<file path="config.mk">
export PLATFORM = sky130hd
export DESIGN_NAME = segtree_ctrl
export DESIGN_NICKNAME = d
export VERILOG_FILES = /design/src/hdl/segtree_pkg.sv /design/src/hdl/segtree_ctrl.sv
export SDC_FILE = /design/constraint.sdc
export NUM_CORES = 1
export LEC_CHECK = 0
export ABC_CLOCK_PERIOD_IN_PS = 2900
export BUFFER_PORTS_ARGS = -buffer_cell sky130_fd_sc_hd__buf_4
export CORE_AREA = 2 2 39 41
export CTS_CLUSTER_SIZE = 16
export DETAILED_ROUTE_END_ITERATION = 8
export DIE_AREA = 0 0 41 43
export GPL_ROUTABILITY_DRIVEN = 0
export GPL_TIMING_DRIVEN = 0
export PLACE_DENSITY = 0.43
export SKIP_CTS_REPAIR_TIMING = 1
export SLEW_MARGIN = 40
export SYNTH_ARGS = -nofsm -noshare
export SYNTH_HDL_FRONTEND = slang
export SYNTH_SLANG_ARGS = --single-unit
export TNS_END_PERCENT = 1
</file>
<file path="constraint.sdc">
create_clock -name clock -period 2.9 [get_ports clock]
set_clock_uncertainty 0.05 [all_clocks]
set_input_delay 0.58 -clock clock [delete_from_list [all_inputs] [get_ports clock]]
set_output_delay 0.58 -clock clock [all_outputs]
set_load 0.01 [all_outputs]
</file>
<file path="src/hdl/segtree_pkg.sv">
package segtree_pkg;

   // Tree geometry. The leaf count is already a power of two, so the tree size equals it.
   localparam int LEAVES    = 1024;
   localparam int LEAF_W    = $clog2(LEAVES);
   localparam int TREE_SIZE = 1 << LEAF_W;
   localparam int NODE_AW   = LEAF_W + 1;
   localparam int TIDX_W    = NODE_AW + 1;
   localparam int VAL_W     = 32;
   localparam int NODE_W    = VAL_W + LEAF_W;
   localparam int KIND_W    = 2;

   localparam logic [KIND_W-1:0] REQ_WRITE = 2'd0;
   localparam logic [KIND_W-1:0] REQ_QUERY = 2'd1;
   localparam logic [KIND_W-1:0] REQ_CLEAR = 2'd2;

   typedef struct packed {
      logic load_write;
      logic load_query;
      logic clr_step;
      logic wr_leaf;
      logic wr_up;
      logic q_step;
      logic q_acc;
   } cmd_type;

   typedef struct packed {
      logic sweep_last;
      logic up_last;
      logic q_more;
   } stat_type;

endpackage

</file>
<file path="src/hdl/segtree_ctrl.sv">
module segtree_ctrl (
   input  logic                              clock,
   input  logic                              reset,
   input  logic                              start,
   input  logic [segtree_pkg::KIND_W-1:0]    req_type,
   input  segtree_pkg::stat_type             stat,
   output segtree_pkg::cmd_type              cmd,
   output logic                              busy,
   output logic                              rsp_valid
);

   localparam logic [2:0] ST_IDLE  = 3'd0;
   localparam logic [2:0] ST_CLEAR = 3'd1;
   localparam logic [2:0] ST_WLEAF = 3'd2;
   localparam logic [2:0] ST_WUP   = 3'd3;
   localparam logic [2:0] ST_QRUN  = 3'd4;
   localparam logic [2:0] ST_RESP  = 3'd5;

   logic [2:0] state_ff;
   logic [2:0] state_in;
   logic       accept;

   assign busy      = (state_ff != ST_IDLE) && (state_ff != ST_RESP);
   assign rsp_valid = (state_ff == ST_RESP);
   assign accept    = start && !busy;

   always_comb begin
      state_in = state_ff;
      cmd      = '0;
      unique case (state_ff) inside
         ST_IDLE, ST_RESP: begin
            state_in = ST_IDLE;
            if (accept) begin
               unique case (req_type)
                  segtree_pkg::REQ_WRITE: begin
                     cmd.load_write = 1'b1;
                     state_in       = ST_WLEAF;
                  end
                  segtree_pkg::REQ_QUERY: begin
                     cmd.load_query = 1'b1;
                     state_in       = ST_QRUN;
                  end
                  segtree_pkg::REQ_CLEAR: begin
                     state_in = ST_CLEAR;
                  end
                  default: begin
                     state_in = ST_IDLE;
                  end
               endcase
            end
         end
         ST_CLEAR: begin
            cmd.clr_step = 1'b1;
            if (stat.sweep_last) begin
               state_in = ST_IDLE;
            end
         end
         ST_WLEAF: begin
            cmd.wr_leaf = 1'b1;
            state_in    = ST_WUP;
         end
         ST_WUP: begin
            cmd.wr_up = 1'b1;
            if (stat.up_last) begin
               state_in = ST_IDLE;
            end
         end
         ST_QRUN: begin
            // The reads of the previous level are summed here, so the last cycle
            // with no further level to issue also drains the final reads.
            cmd.q_acc = 1'b1;
            if (stat.q_more) begin
               cmd.q_step = 1'b1;
            end else begin
               state_in = ST_RESP;
            end
         end
         default: begin
            state_in = ST_IDLE;
         end
      endcase
   end

   always_ff @(posedge clock) begin
      if (reset) begin
         state_ff <= ST_CLEAR;
      end else begin
         state_ff <= state_in;
      end
   end

endmodule

</file>
After elaboration in Yosys (flattened, before gate mapping)
Cells that the tools add are included.
Word-level totals
  bits in registers: 3
  word-level logic and storage cells: 35
  input port bits: 8
  output and inout bits: 9
Operators by class
  reduce and logical (&&, ||, !) cells: 8
  equality and inequality tests: 11
  mux-type cells: 15
Operator list (count)
  3-bit one-hot mux with 5 select lines: 1
  3-bit two-way mux: 4
  3-bit one-hot mux with 3 select lines: 1
  3-bit by 2-bit equality test with 1-bit output, second input constant: 2
  3-bit equality test, second input constant: 2
  1-bit two-way mux: 6
  2-bit two-way mux: 3
  2-bit inequality test, second input constant: 3
  3-bit by 1-bit equality test with 1-bit output, second input constant: 1
  3-bit zero test: 1
  3-bit inequality test, second input constant: 1
  3-bit AND reduction: 1
  3-bit nonzero test: 1
  2-bit by 1-bit equality test with 1-bit output, second input constant: 1
  2-bit equality test, second input constant: 1
  1-bit logical AND: 2
  2-bit zero test: 1
  2-bit OR reduction: 1
  1-bit zero test: 1

Logic depth before layout (Yosys ltp)
  word-level depth: 6
  gate-level depth with buffers: 3
  depth with buffers taken out: 3

Worst setup path after synthesis
No wires, ideal clock.
  path type: input to output
  start point: in start
  end point: out cmd[5] (netlist bit)
  data required time: 2.270 ns
  data arrival time: 1.227 ns
  setup slack: 1.043 ns
  cell stages on the path: 3
  buffers on the path: 0
  cells stage by stage: nor2b_1 -> nand2_1 -> nor3b_1
RTL lines
  from (decl): RTL line segtree_ctrl.sv:4  | input logic start,
  to (decl): RTL line segtree_ctrl.sv:7  | output segtree_pkg::cmd_type cmd,

==> results.cfg <==
[outcome]
status = completed

[finish]
drive_gt1_share_pct = 56.0
largest_register = state_ff
antenna_cells = 0
syn2layout_area_growth_pct = 63.0
reg.largest.list = state_ff x3
largest_reg_flops = 3
nNetsFinal = 59
postLayoutCoreUtil_pct = 31.1
fin_cells = 66

[pwr]
leakage_nw = 0.207
comb_power_share_pct = 23.8
clkPwrFrac_pct = 45.5
intPower_mw = 0.117
swShare_pct = 25.7
p_switching_mw = 0.0405
p_per_area_mw_per_mm2 = 366
seqPwrFrac_pct = 30.7
peakVddDrop_mv = 0.139

[worst_setup_path]
cp-start-kind = input port
critical_path_required_ps = 2270
timing.rr.start = state_ff[0]
cp_max_fo = 4
r2r_slack_ps = 1710
worstReg2RegEnd = state_ff[0]
crit_type = in -> out
ff2ff_path_depth = 3
cp.arrival_ps = 1370
end_kind = primary output

[route]
first_pass_iters = 3
drtIter0Drc = 5
via_per_inst = 4.24
num_vias = 280
drt_wl_total_um = 622
drc = 0
antenna_left = 0
wire_per_inst_um = 9.42

[global_routing]
antenna_found_initial = 0
met1_usage_pct = 10.6
first_global_vias = 249
grtUsageTotal_pct = 8.43
busiest_layer = met2
grt_max_degree = 9
grt_util_met2_pct = 11.3
use_met3_pct = 1.57
grt_first_pass_wirelength_um = 979
overflow = 0

[synthesis]
yosysSeqAreaShare_pct = 22.7
syn_area_sq_um = 264
yosysUniqueCellTypes = 18
netlist_instances = 30
syn_nets = 38
synth_edf_count = 0
synth_warnings = 0
synth-main-ff-cell = dfxtp_1
postSynthAreaPerCell_sq_um = 8.80
synthTopCellsByArea = dfxtp_1, nor3b_4, and2b_2, a41oi_2, xnor2_2
synth_area_leader_cell = dfxtp_1
ys_ff_latch = 3
async_reset_ff_share_pct = 0
synth_commonest_cells = dfxtp_1, inv_1, nand2_1, nor2_1
yosys.area.top_type_share_pct = 22.7

[sta]
drv_slew = 0
setup_viol = 0
period_minus_slack_ps = 2000
final_hold_viol_count = 0
holdWs_ps = 481
max-slew-margin-rel_pct = 78.9
rsz0062_at_grt = no
fin_setup_tns_ps = 0
max_freq_mhz = 499
min_period_over_period_pct = 69.1
worst_slew_pin_slew_ps = 316

[clock_tree]
cts_tree = built
h-tree-depth = 1
cts_root_buffer = clkbuf_4
insertion_delay_ps = 230
cts_sinks = 3
cts_made_buffers = 3
cts.reportedPaths.clkPinSlew_ps = 40
clk_path_buf_depth = 2

[floorplanning]
die_area_sq_mm = 0.00176
core-area_sq_mm = 0.00138
ios = 17
die_h_um = 43
dieWidth_um = 41
row_count = 14
start_util_pct = 19.1

[hold_path]
worstHoldEndpoint = state_ff[1]
hold_class = in -> reg
min_from = reset
whs_path_depth = 2

[placement]
dp_hpwl_um = 498
io_buffer_count = 16
place_inst = 62

[flow_run]
drv_cap = 0
-- power groups by stage --
stage	Sequential (mW)	Combinational [mW]	Clock, mW
2_1_floorplan	0.0482	0.0195	0
3_3_place_gp	0.0491	0.0378	0
3_5_place_dp	0.0493	0.0379	0
4_1_cts	0.0487	0.0381	0.0752
5_1_grt	0.0490	0.0416	0.0809
6_report	0.0483	0.0375	0.0717
-- how the worst max path moves through the flow --
stage	end	from	cells past startpoint
after floorplan	cmd[5]	start	3
final	cmd[5]	start	5
after detailed placement	cmd[5]	start	5
after global routing	cmd[5]	state_ff[1]	4
after CTS	cmd[5]	state_ff[0]	4
after global placement	cmd[5]	start	5
-- through the flow --
stage / setup WS (ps) / total power [mW] / area [sq um]
floorplan: 1040 / 0.0677 / 264
global placement: 897 / 0.0869 / 404
detailed placement: 900 / 0.0873 / 404
CTS: 859 / 0.162 / 430
global route: 790 / 0.172 / 430
finish: 895 / 0.158 / 430
-- routing by layer --
metal,vias to the layer above,part of all wire [%]
li1,145,-
met1,123,46
met2,12,45
met3,0,8.0
met4,0,0
met5,-,0
-- cell usage in the layout (no fill, tap or decap), drive strengths merged --
| cell type | count |
|---|---|
| buf | 16 |
| clkbuf | 4 |
| nor2 | 3 |
| inv | 3 |
| nand2 | 3 |
| dfxtp | 3 |
| nor3b | 3 |
| and2b | 2 |
| and2 | 2 |
| a21oi | 2 |
| xnor2 | 1 |
| or2b | 1 |
| nor2b | 1 |
| nand3 | 1 |
| and3b | 1 |
| a41oi | 1 |
| nor4b | 1 |
| nand4b | 1 |
| a32oi | 1 |
-- worst max-delay path: stages --
cell and delay (ps):
buf_4 70, nor2b_1 270, nand2_1 100, nor3b_1 200
buf_4 150
-- cells by family after synthesis --
| kind of cell | after synthesis | share of synthesized area (%) |
|---|---|---|
| AOI/OAI and AO/OA | 4 | 13.3 |
| xor gates and xnor gates | 1 | 6.16 |
| buffers and inverters | 3 | 4.27 |
| DFF | 3 | 22.7 |
| and+or+nand+nor | 19 | 53.6 |
-- final cells by class --
cell class | instances | area, sq um
Clock buffer | 4 | 26.3
Fill cell | 153 | 953
Inverter | 3 | 11.3
Multi-Input combinational cell | 24 | 193
Sequential cell | 3 | 60.1
Tap cell | 16 | 20.0
Timing Repair Buffer | 16 | 120
(Power assumes the default switching activity.)
